--- config.mk ---
export PLATFORM = sky130hd
export DESIGN_NAME = rx_ring_fifo_rewind_cmd_detect_top
export DESIGN_NICKNAME = d
export VERILOG_FILES = /design/src/hw/rtl/rrfc_pkg.sv /design/src/hw/rtl/rrfc_ram.sv /design/src/hw/rtl/rrfc_ptr.sv /design/src/hw/rtl/rrfc_run.sv /design/src/hw/rtl/rx_ring_fifo_rewind_cmd_detect_top.sv
export SDC_FILE = /design/constraint.sdc
export NUM_CORES = 2
export LEC_CHECK = 0
export BUFFER_PORTS_ARGS = -buffer_cell sky130_fd_sc_hd__buf_2
export CORE_MARGIN = 2
export CORE_UTILIZATION = 55
export CTS_CLUSTER_SIZE = 14
export DETAILED_ROUTE_END_ITERATION = 8
export GPL_TIMING_DRIVEN = 0
export PLACE_DENSITY = 0.71
export SYNTH_ARGS = -nofsm -noshare
export SYNTH_HDL_FRONTEND = slang
export SYNTH_SLANG_ARGS = --single-unit
--- constraint.sdc ---
create_clock -name clk_i -period 3.5 [get_ports clk_i]
set_input_delay 0.525 -clock clk_i [delete_from_list [all_inputs] [get_ports clk_i]]
set_output_delay 0.525 -clock clk_i [all_outputs]
set_load 0.005 [all_outputs]
--- src/hw/rtl/rrfc_pkg.sv ---
// ----------------------------------------------------------------------------
// rrfc_pkg
// Shared types and constants of the receive ring buffer with test detector.
// ----------------------------------------------------------------------------
package rrfc_pkg;

  // Default ring depth; the ring holds at most one word fewer than this.
  localparam int unsigned DefaultDepth = 256;

  // Run counter saturation point and trigger reset value.
  localparam logic [7:0] RunLimit     = 8'd200;
  localparam logic [7:0] TriggerReset = 8'd60;

  // Configuration port.
  localparam int unsigned CfgIdxW  = 2;
  localparam int unsigned CfgDataW = 8;

  localparam logic [CfgIdxW-1:0] CfgCmdByte   = 2'd0;
  localparam logic [CfgIdxW-1:0] CfgTrigCount = 2'd1;

  // Operation codes. Codes five to seven do nothing.
  typedef enum logic [2:0] {
    OP_PUSH   = 3'd0,
    OP_POP    = 3'd1,
    OP_MARK   = 3'd2,
    OP_REWIND = 3'd3,
    OP_QUERY  = 3'd4
  } op_e;

  // Per-word control carried from the pointer stage to the result stage.
  typedef struct packed {
    logic active;    // a word was accepted in the previous cycle
    logic pop_hit;   // pop found data; read data arrives with this stage
    logic query;     // test query
    logic overflow;  // push found the ring full
  } stage_t;

endpackage

--- src/hw/rtl/rrfc_ram.sv ---
// ----------------------------------------------------------------------------
// rrfc_ram
// Byte store of the ring: one write port, one read port, registered read.
// ----------------------------------------------------------------------------
module rrfc_ram #(
  parameter int unsigned Depth = 256,
  parameter int unsigned AddrW = 8
) (
  input  logic             clk_i,
  input  logic             we_i,
  input  logic [AddrW-1:0] waddr_i,
  input  logic [7:0]       wdata_i,
  input  logic             re_i,
  input  logic [AddrW-1:0] raddr_i,
  output logic [7:0]       rdata_o
);

  logic [7:0] mem [Depth];
  logic [7:0] rdata_q;

  always_ff @(posedge clk_i) begin
    if (we_i) begin
      mem[waddr_i] <= wdata_i;
    end
    if (re_i) begin
      rdata_q <= mem[raddr_i];
    end
  end

  assign rdata_o = rdata_q;

endmodule

--- src/hw/rtl/rrfc_ptr.sv ---
// ----------------------------------------------------------------------------
// rrfc_ptr
// Ring pointers: write, read and saved read pointer, full/empty decisions.
// ----------------------------------------------------------------------------
module rrfc_ptr
  import rrfc_pkg::*;
#(
  parameter int unsigned Depth = 256,
  parameter int unsigned AddrW = 8
) (
  input  logic             clk_i,
  input  logic             rst_ni,
  input  logic             accept_i,
  input  logic [2:0]       op_i,
  output logic             we_o,
  output logic [AddrW-1:0] waddr_o,
  output logic             re_o,
  output logic [AddrW-1:0] raddr_o,
  output stage_t           stage_o
);

  localparam logic [AddrW-1:0] LastSlot = AddrW'(Depth - 1);

  logic [AddrW-1:0] wr_ptr_q, wr_ptr_d;
  logic [AddrW-1:0] rd_ptr_q, rd_ptr_d;
  logic [AddrW-1:0] mark_q, mark_d;
  stage_t           stage_q, stage_d;
  logic [AddrW-1:0] wr_next, rd_next;
  logic             full, empty;

  assign wr_next = (wr_ptr_q == LastSlot) ? '0 : wr_ptr_q + 1'b1;
  assign rd_next = (rd_ptr_q == LastSlot) ? '0 : rd_ptr_q + 1'b1;
  assign full    = (wr_next == rd_ptr_q);
  assign empty   = (rd_ptr_q == wr_ptr_q);

  always_comb begin
    wr_ptr_d = wr_ptr_q;
    rd_ptr_d = rd_ptr_q;
    mark_d   = mark_q;
    stage_d  = '0;
    we_o     = 1'b0;
    re_o     = 1'b0;
    if (accept_i) begin
      stage_d.active = 1'b1;
      case (op_e'(op_i))
        OP_PUSH: begin
          if (full) begin
            stage_d.overflow = 1'b1;
          end else begin
            we_o     = 1'b1;
            wr_ptr_d = wr_next;
          end
        end
        OP_POP: begin
          if (!empty) begin
            re_o            = 1'b1;
            stage_d.pop_hit = 1'b1;
            rd_ptr_d        = rd_next;
          end
        end
        OP_MARK: begin
          mark_d = rd_ptr_q;
        end
        OP_REWIND: begin
          rd_ptr_d = mark_q;
        end
        OP_QUERY: begin
          stage_d.query = 1'b1;
        end
        default: begin
        end
      endcase
    end
  end

  always_ff @(posedge clk_i or negedge rst_ni) begin
    if (!rst_ni) begin
      wr_ptr_q <= '0;
      rd_ptr_q <= '0;
      mark_q   <= '0;
      stage_q  <= '0;
    end else begin
      wr_ptr_q <= wr_ptr_d;
      rd_ptr_q <= rd_ptr_d;
      mark_q   <= mark_d;
      stage_q  <= stage_d;
    end
  end

  assign waddr_o = wr_ptr_q;
  assign raddr_o = rd_ptr_q;
  assign stage_o = stage_q;

  // A single word never both writes and reads the store.
  assert property (@(posedge clk_i) disable iff (!rst_ni) !(we_o && re_o))
    else $error("store written and read by the same word");

  // Every accepted word reaches the result stage in the next cycle.
  assert property (@(posedge clk_i) disable iff (!rst_ni) accept_i |=> stage_q.active)
    else $error("accepted word lost before result stage");

  // A dropped push leaves the write pointer where it was.
  assert property (@(posedge clk_i) disable iff (!rst_ni)
                   stage_q.overflow |-> wr_ptr_q == $past(wr_ptr_q))
    else $error("write pointer moved on overflow");

endmodule

--- src/hw/rtl/rrfc_run.sv ---
// ----------------------------------------------------------------------------
// rrfc_run
// Configuration registers, command run counter and result register.
// ----------------------------------------------------------------------------
module rrfc_run
  import rrfc_pkg::*;
(
  input  logic                clk_i,
  input  logic                rst_ni,
  input  logic                cfg_we_i,
  input  logic [CfgIdxW-1:0]  cfg_idx_i,
  input  logic [CfgDataW-1:0] cfg_wdata_i,
  input  stage_t              stage_i,
  input  logic [7:0]          rdata_i,
  output logic                done_o,
  output logic                data_valid_o,
  output logic [7:0]          data_out_o,
  output logic                overflow_o,
  output logic                test_detected_o
);

  logic [7:0] cmd_byte_q;
  logic [7:0] trig_cnt_q;
  logic [7:0] run_cnt_q, run_cnt_d;
  logic [7:0] run_inc;
  logic       hit_d;
  logic       done_q, valid_q, ovf_q, det_q;
  logic [7:0] dout_q;

  always_ff @(posedge clk_i or negedge rst_ni) begin
    if (!rst_ni) begin
      cmd_byte_q <= '0;
      trig_cnt_q <= TriggerReset;
    end else if (cfg_we_i) begin
      case (cfg_idx_i)
        CfgCmdByte:   cmd_byte_q <= cfg_wdata_i;
        CfgTrigCount: trig_cnt_q <= cfg_wdata_i;
        default: begin
        end
      endcase
    end
  end

  assign run_inc = run_cnt_q + 8'd1;

  always_comb begin
    run_cnt_d = run_cnt_q;
    hit_d     = 1'b0;
    if (stage_i.pop_hit) begin
      if (rdata_i == cmd_byte_q) begin
        run_cnt_d = (run_inc >= RunLimit) ? RunLimit : run_inc;
      end else begin
        run_cnt_d = '0;
      end
    end else if (stage_i.query && (run_cnt_q == trig_cnt_q)) begin
      run_cnt_d = run_inc;
      hit_d     = 1'b1;
    end
  end

  always_ff @(posedge clk_i or negedge rst_ni) begin
    if (!rst_ni) begin
      run_cnt_q <= '0;
      done_q    <= 1'b0;
      valid_q   <= 1'b0;
      ovf_q     <= 1'b0;
      det_q     <= 1'b0;
      dout_q    <= '0;
    end else begin
      run_cnt_q <= run_cnt_d;
      done_q    <= stage_i.active;
      valid_q   <= stage_i.pop_hit;
      ovf_q     <= stage_i.overflow;
      det_q     <= hit_d;
      dout_q    <= stage_i.pop_hit ? rdata_i : '0;
    end
  end

  assign done_o          = done_q;
  assign data_valid_o    = valid_q;
  assign data_out_o      = dout_q;
  assign overflow_o      = ovf_q;
  assign test_detected_o = det_q;

  // Result flags only appear together with the strobe.
  assert property (@(posedge clk_i) disable iff (!rst_ni)
                   (valid_q || ovf_q || det_q) |-> done_q)
    else $error("result flag without strobe");

  // The run count stays at most one above its saturation point.
  assert property (@(posedge clk_i) disable iff (!rst_ni) run_cnt_q <= RunLimit + 8'd1)
    else $error("run count beyond limit");

  // A detection always moves the run count on by one.
  assert property (@(posedge clk_i) disable iff (!rst_ni)
                   det_q |-> run_cnt_q == $past(run_cnt_q) + 8'd1)
    else $error("detection without run count step");

endmodule

--- src/hw/rtl/rx_ring_fifo_rewind_cmd_detect_top.sv ---
// ----------------------------------------------------------------------------
// rx_ring_fifo_rewind_cmd_detect_top
// Receive byte ring with mark/rewind of the read pointer and a detector for a
// repeated test command byte.
// ----------------------------------------------------------------------------
//
//   Channel   Handshake                 Payload
//   -------   -----------------------   -----------------------------------
//   command   start, busy (always low)  op_i, data_in_i
//   result    done_o (one-cycle pulse)  data_valid_o, data_out_o,
//                                       overflow_o, test_detected_o
//   config    cfg_we_i                  cfg_idx_i, cfg_wdata_i
//
// One word is accepted in every cycle in which start is high; busy never
// rises. The result of a word is on the result ports, with done_o high, once
// the result register holds it, and is taken at the edge after that: the
// accept edge updates the pointers and reads the byte store, the edge after
// it updates the run counter from the registered read data and loads the
// result register. The receiver cannot stall, so results are never held.
// Reset clears the pointers, the run count and the command byte, sets the
// trigger count to its reset value and leaves the byte store uncleared.
//
module rx_ring_fifo_rewind_cmd_detect_top
  import rrfc_pkg::*;
#(
  parameter int unsigned BUFFER_DEPTH = DefaultDepth
) (
  input  logic                clk_i,
  input  logic                rst_ni,
  input  logic                start,
  output logic                busy,
  input  logic [2:0]          op_i,
  input  logic [7:0]          data_in_i,
  output logic                done_o,
  output logic                data_valid_o,
  output logic [7:0]          data_out_o,
  output logic                overflow_o,
  output logic                test_detected_o,
  input  logic                cfg_we_i,
  input  logic [CfgIdxW-1:0]  cfg_idx_i,
  input  logic [CfgDataW-1:0] cfg_wdata_i
);

  // Pointer width follows the ring depth; a depth that is not a power of two
  // wraps explicitly at the last slot.
  localparam int unsigned AddrW = (BUFFER_DEPTH > 1) ? $clog2(BUFFER_DEPTH) : 1;

  logic             accept;
  logic             we, re;
  logic [AddrW-1:0] waddr, raddr;
  logic [7:0]       rdata;
  stage_t           stage;

  // Every operation finishes in a fixed two-stage path, so the block is never
  // busy.
  assign busy   = 1'b0;
  assign accept = start && !busy;

  // The pointer stage decides full and empty and drives the store ports.
  rrfc_ptr #(
    .Depth (BUFFER_DEPTH),
    .AddrW (AddrW)
  ) u_ptr (
    .clk_i    (clk_i),
    .rst_ni   (rst_ni),
    .accept_i (accept),
    .op_i     (op_i),
    .we_o     (we),
    .waddr_o  (waddr),
    .re_o     (re),
    .raddr_o  (raddr),
    .stage_o  (stage)
  );

  // The pushed word is written in the cycle it is accepted; a pop reads its
  // byte into the store's output register in the same cycle.
  rrfc_ram #(
    .Depth (BUFFER_DEPTH),
    .AddrW (AddrW)
  ) u_ram (
    .clk_i   (clk_i),
    .we_i    (we),
    .waddr_i (waddr),
    .wdata_i (data_in_i),
    .re_i    (re),
    .raddr_i (raddr),
    .rdata_o (rdata)
  );

  // The result stage sees the popped byte and keeps the run count in order
  // with test queries, since both act in this stage only.
  rrfc_run u_run (
    .clk_i           (clk_i),
    .rst_ni          (rst_ni),
    .cfg_we_i        (cfg_we_i),
    .cfg_idx_i       (cfg_idx_i),
    .cfg_wdata_i     (cfg_wdata_i),
    .stage_i         (stage),
    .rdata_i         (rdata),
    .done_o          (done_o),
    .data_valid_o    (data_valid_o),
    .data_out_o      (data_out_o),
    .overflow_o      (overflow_o),
    .test_detected_o (test_detected_o)
  );

endmodule

# == Word level (Yosys, flattened, before mapping) ==
# Memory sizes are Yosys's and may differ from the RTL's. A register that Yosys moved wholly into a read port is not among the register bits.
# Cells that the tools add are included.
# word_totals
regBits,64
latchBits,0
mem_bits_rw,2048
mem_bits_ro,0
inputBits,25
wordCells,66
mem_count,1
# mem_list
name,depth,word_bits,rd,rd_ports_with_merged_regs,write_ports,line_no,text
u_ram.mem,256,8,1,1,1,rrfc_ram.sv:18,logic [7:0] mem [Depth];
# op_classes
n_addsub,3
multipliers,0
div,0
magnitude_cmp,1
eq_ne,12
shifts,0
n_mux,23
bitwise_logic,1
reduce_logical,10
# op_table
op,count
8-bit two-way mux,8
8-bit equality test,4
"8-bit by 1-bit adder with 8-bit output, second input constant",3
"8-bit equality test, second input constant",2
8-bit one-hot mux with 2 select lines,1
1-bit two-way mux,13
"8-bit >= comparator, second input constant",1
"3-bit by 2-bit equality test with 1-bit output, second input constant",2
2-bit AND reduction,3
3-bit AND reduction,2
4-bit two-way mux,1
2-bit nonzero test,2
"3-bit by 1-bit equality test with 1-bit output, second input constant",1
"3-bit equality test, second input constant",1
3-bit zero test,1
"2-bit by 1-bit equality test with 1-bit output, second input constant",1
2-bit zero test,1
"2-bit != test, second input constant",1
1-bit logical AND,1
1-bit NOT,1

# == Longest topological paths before layout ==
# logic_depth
ltp_word,8
mapped_depth,12
depth_no_buf,8

# == Modules after synthesis ==
# A second synthesis with hierarchy kept.
# hier_totals
cells_unflattened,4060
hier_area_um2,83057.2
# by_module_without_submodules
module,instances,cells_each,area_per_inst_um2,seq_area_each_um2
rrfc_ram,1,3733,79636.4,61739.2
rrfc_ptr,1,189,1760.4,700.7
rrfc_run,1,136,1649.1,905.9
rx_ring_fifo_rewind_cmd_detect_top,1,2,11.3,0.0

# == Least setup slack after synthesis ==
# OpenSTA, ideal clock, no wires.
# synth_timing
kind,reg-to-reg
from,"reg u_ptr.wr_ptr_q[0], in the netlist u_ptr.waddr_o[0]"
to,mem u_ram.mem[100][0] (enable)
setup_time_ns,0.383
arrival_ns,2.606
required_time_ns,3.117
setup_slack_ns,0.511
stages_incl_launch_ff,11
n_path_buf,3
synth_period_minus_slack_ns,2.989
cell_sequence,dfrtp_1 ha_1 nand3_1 clkbuf_1 nor3_1 a21oi_1 o21ai_1 o21ai_2 buf_4 buf_6 nor3_1
# synth_between
elab_chain_len,8
word_cells_on_any_way,9
classes_between,1 x add/sub; 2 x eq/ne; 6 x mux
# synth_rtl
element,line_no,text
from (decl),rrfc_ptr.sv:24,"logic [AddrW-1:0] wr_ptr_q, wr_ptr_d;"
from (signal assigned),rrfc_ptr.sv:83,wr_ptr_q <= wr_ptr_d;
8-bit by 1-bit adder with 8-bit output / 8-bit equality test (equally long branches),rrfc_ptr.sv:31,assign wr_next = (wr_ptr_q == LastSlot) ? '0 : wr_ptr_q + 1'b1;
8-bit two-way mux,rrfc_ptr.sv:31,
8-bit equality test,rrfc_ptr.sv:33,assign full = (wr_next == rd_ptr_q);
1-bit two-way mux,rrfc_ptr.sv:47,if (full) begin
1-bit two-way mux,rrfc_ptr.sv:45,case (op_e'(op_i))
1-bit two-way mux,rrfc_ptr.sv:43,if (accept_i) begin
1-bit two-way mux,rrfc_ram.sv:22,if (we_i) begin
1-bit two-way mux (not written as such),rrfc_ram.sv:23,mem[waddr_i] <= wdata_i;
to (decl),rrfc_ram.sv:18,
# Parallel ways exist; a longest one is shown, timed or not.

# == Worst setup path in the final report ==
# layout_timing
from,"reg u_ptr.rd_ptr_q[2], in the netlist u_ptr.raddr_o[2]"
to,"reg u_ram.rdata_q[5], in the netlist u_ram.rdata_o[5] (read register of u_ram.mem), data pin"
# layout_between
elab_chain_len,4
# layout_rtl
element,line_no,text
from (decl),rrfc_ptr.sv:25,"logic [AddrW-1:0] rd_ptr_q, rd_ptr_d;"
from (signal assigned),rrfc_ptr.sv:84,rd_ptr_q <= rd_ptr_d;
8-bit equality test,rrfc_ptr.sv:34,assign empty = (rd_ptr_q == wr_ptr_q);
1-bit two-way mux,rrfc_ptr.sv:55,if (!empty) begin
1-bit two-way mux,rrfc_ptr.sv:45,
1-bit two-way mux,rrfc_ptr.sv:43,
to (decl),rrfc_ram.sv:19,logic [7:0] rdata_q;
# Parallel ways exist; a longest one is shown, timed or not.
# A chain may end at the register's enable or synchronous reset.

==> run metrics <==
Num CTS Buffers=203; vias per inst=7.46; Slew Viols, Final=0; Post-Synthesis Cells=4334; Post-synth EDFFs=2056; Root Driver=clkbuf_16; first-pass GRT wire length=427 mm; max incr delay on CP=590 ps; number of buffers added on ports=36; final worst slack=-360 ps; die extent in x=396 um; Post-Syn Area=84300 um^2; Buf/Inv on CP=3; crit-path max FO=10; critical path's top delay family=simple AND/OR/NAND/NOR gates; die span in y=396 um; DRC viols=0; Final Setup Violations=232; pre-CTS setup slack=-2800 ps; Commonest cells post-synth=edfxtp_1, mux4_2, nor3_1; Placed Area=88600 um^2; Ports=38; largest net degree at the start of global routing=169; maximum clock rate=259 MHz; Power, Total=76.2 mW; Synth top area share=0.732; initial antenna violation count=22; Clk Latency, worst-skew pair=900 ps; GRT Total Usage=0.415; ys async rst share=0.0302; R2R Setup Slk=-360 ps; synthesis-to-finish area growth=21.3%; Crit. End Element=flop; ys flop type=edfxtp_1; initial core utilization=0.555; Pwr per Cell Area=745 nW/um^2; WP data arrival=4470 ps; Synth Area in Compound Gates=0.0323; simple-gate share of the synthesized area=0.0443; hold wc startpoint=data_in_i[7]; Period Utilization, post-route=1.10; layout cells sized above 1=0.341; dpl hpwl=212 mm; reg2reg start=u_ptr.raddr_o[2]; status=finished with violations; DR WL/cell=46.4 um; Detail Route Antenna Nets=0; die area=156000 um^2; Max Cap Viol=0; largest family of logic cells by synthesized area=multiplexers; Final Core Density=0.672; num rows=143; # H-tree levels=4; Hold WS=122 ps; core region area=152000 um^2; WS Path Type=flop to flop; Final TNS setup=-15190 ps; Post-layout nets=4887; Seq cells post-synth=2120; drt first-iter violations=11106; syn avg cell area=19.5 um^2; cell area after layout=102000 um^2; vias in the first global route=48148; Post-Synth Adder-Cell Area=0.000890; DP Cell Count=6462; register area share after synthesis=0.751; Min-Delay Path Class=input port to flop; CTS clk-pin slew, worst paths=70 ps; Placer Congestion=1.13; Sink Count=2120; most common cell in the netlist=edfxtp_1; top cell type by total area after synthesis=edfxtp_1; TritonRoute pass-1 iters=9; clk buf depth=3; Netlist cell types=77; mux share of post-synthesis cell area=0.147; cell mode on critical path=clkbuf_4; Worst Path Required=4110 ps; Slowest-stage cell, CP=nor4_4; Congestion Overflow GR=0; crit path launch=u_ptr.raddr_o[2]; RSZ-0062 raised after global routing=yes; crit start category=flop; relative slew slack=0.0289; Period minus WS final=3860 ps; Final Hold Fails=0; leak pwr=35.5 nW; drt total wl=328 mm; Max VDD drop=707 uV; Synth Area in XOR/XNOR=0.00338; Finished Layout Cells=7069; dominant cells by area after synthesis=edfxtp_1, mux4_2, mux2i_1, nor3_1, dfrtp_1; CTS tree=built; worst slew pin tran=1460 ps; skew final=45.3 ps; via count=52748; Synth warnings=0; Syn Nets=4365; failing checks=setup timing; worst path cell trace=nand2_1, buf_4, clkbuf_4, clkbuf_4, o22ai_2, nor3_1, nor4_2, nand4_1, nor4_4
-- per-layer routing --
layer | wire [um] | track usage
met5 | 1100 | 0.0135
met4 | 24500 | 0.228
met3 | 60700 | 0.209
met2 | 134000 | 0.559
met1 | 107000 | 0.547
-- registers in the layout, summed over array words and instances, names as in the netlist --
signal	flops
u_run.data_out_o	8
u_run.cmd_byte_q	8
u_ptr.mark_q	8
u_run.run_cnt_q	8
u_ram.mem	2048
u_run.test_detected_o	1
u_ram.rdata_o	8
u_run.overflow_o	1
u_ptr.stage_o	4
u_run.done_o	1
u_run.trig_cnt_q	8
u_run.data_valid_o	1
u_ptr.raddr_o	8
u_ptr.waddr_o	8
-- logic make-up after synthesis --
kind of cell / after synthesis
fa+ha+maj: 6
xor+xnor: 31
compound gates: 383
flops: 2120
other cells: 1
mux: 735
buf+inv: 302
simple gates: 756
-- timing repair --
item	CTS	global route
endpoints found under the setup margin	2062	1926
resized for setup	869	164
hold buffers	12	0
hold endpoints to repair	78	0
gates cloned	0	2
buffers inserted	111	102
pin swaps	86	61
-- final cells by class --
type,count,area (um^2)
fill,9529,49800
clock inverter,135,1290
timing repair buffer,324,3540
antenna,8,20.0
tap,2030,2540
sequential,2120,63300
buffer,286,3330
multi-input combinational,1912,22800
inverter,9,36.3
clock buffer,245,5320
-- path summary, 6_finish.rpt --
kind,to,cells after the start
setup reg to reg,u_ram.rdata_o[5],9
hold / removal,u_ram.mem[89][7],1
max in group asynchronous,u_ptr.raddr_o[2],2
hold reg to reg,u_run.done_o,0
setup / recovery,u_ram.rdata_o[5],9
min in group asynchronous,u_run.run_cnt_q[5],2
-- cell usage in the layout, fill, tap and decap left out, types with 16 or more instances in the layout --
cell	n
mux4_2	399
a21oi_1	59
o22ai_1	29
buf_12	85
and2_1	18
nor2_1	59
clkinv_2	50
dfrtp_1	59
nor3_4	202
clkbuf_4	38
bufinv_16	21
nor3_2	50
clkinv_1	46
nand4_1	20
clkbuf_16	208
xnor2_1	24
buf_6	77
and3_1	20
a211oi_1	21
mux2i_1	295
edfxtp_1	2056
o21ai_0	42
buf_16	42
nor3_1	64
buf_8	33
buf_4	191
o221ai_2	21
nand2_2	16
buf_2	52
nand2_1	161
o221ai_1	33
nor4_1	43
a22oi_1	18
clkbuf_2	31
clkbuf_1	65
clkbuf_8	16
nand3_1	19
mux2_2	34
-- worst register-to-register path, delay by kind of cell, from the launching register on --
| family | cells | cell delay (ps) |
|---|---|---|
| DFF | 1 | 570 |
| buffers and inverters | 3 | 990 |
| and+or+nand+nor | 5 | 1680 |
| AOI/OAI and AO/OA | 1 | 340 |
-- report_power, final --
part	switching, mW	internal [mW]
Combinational	17.6	8.18
Clock	9.85	12.4
Sequential	0.141	28.0
Note: power is estimated with default switching activity, not from simulation.
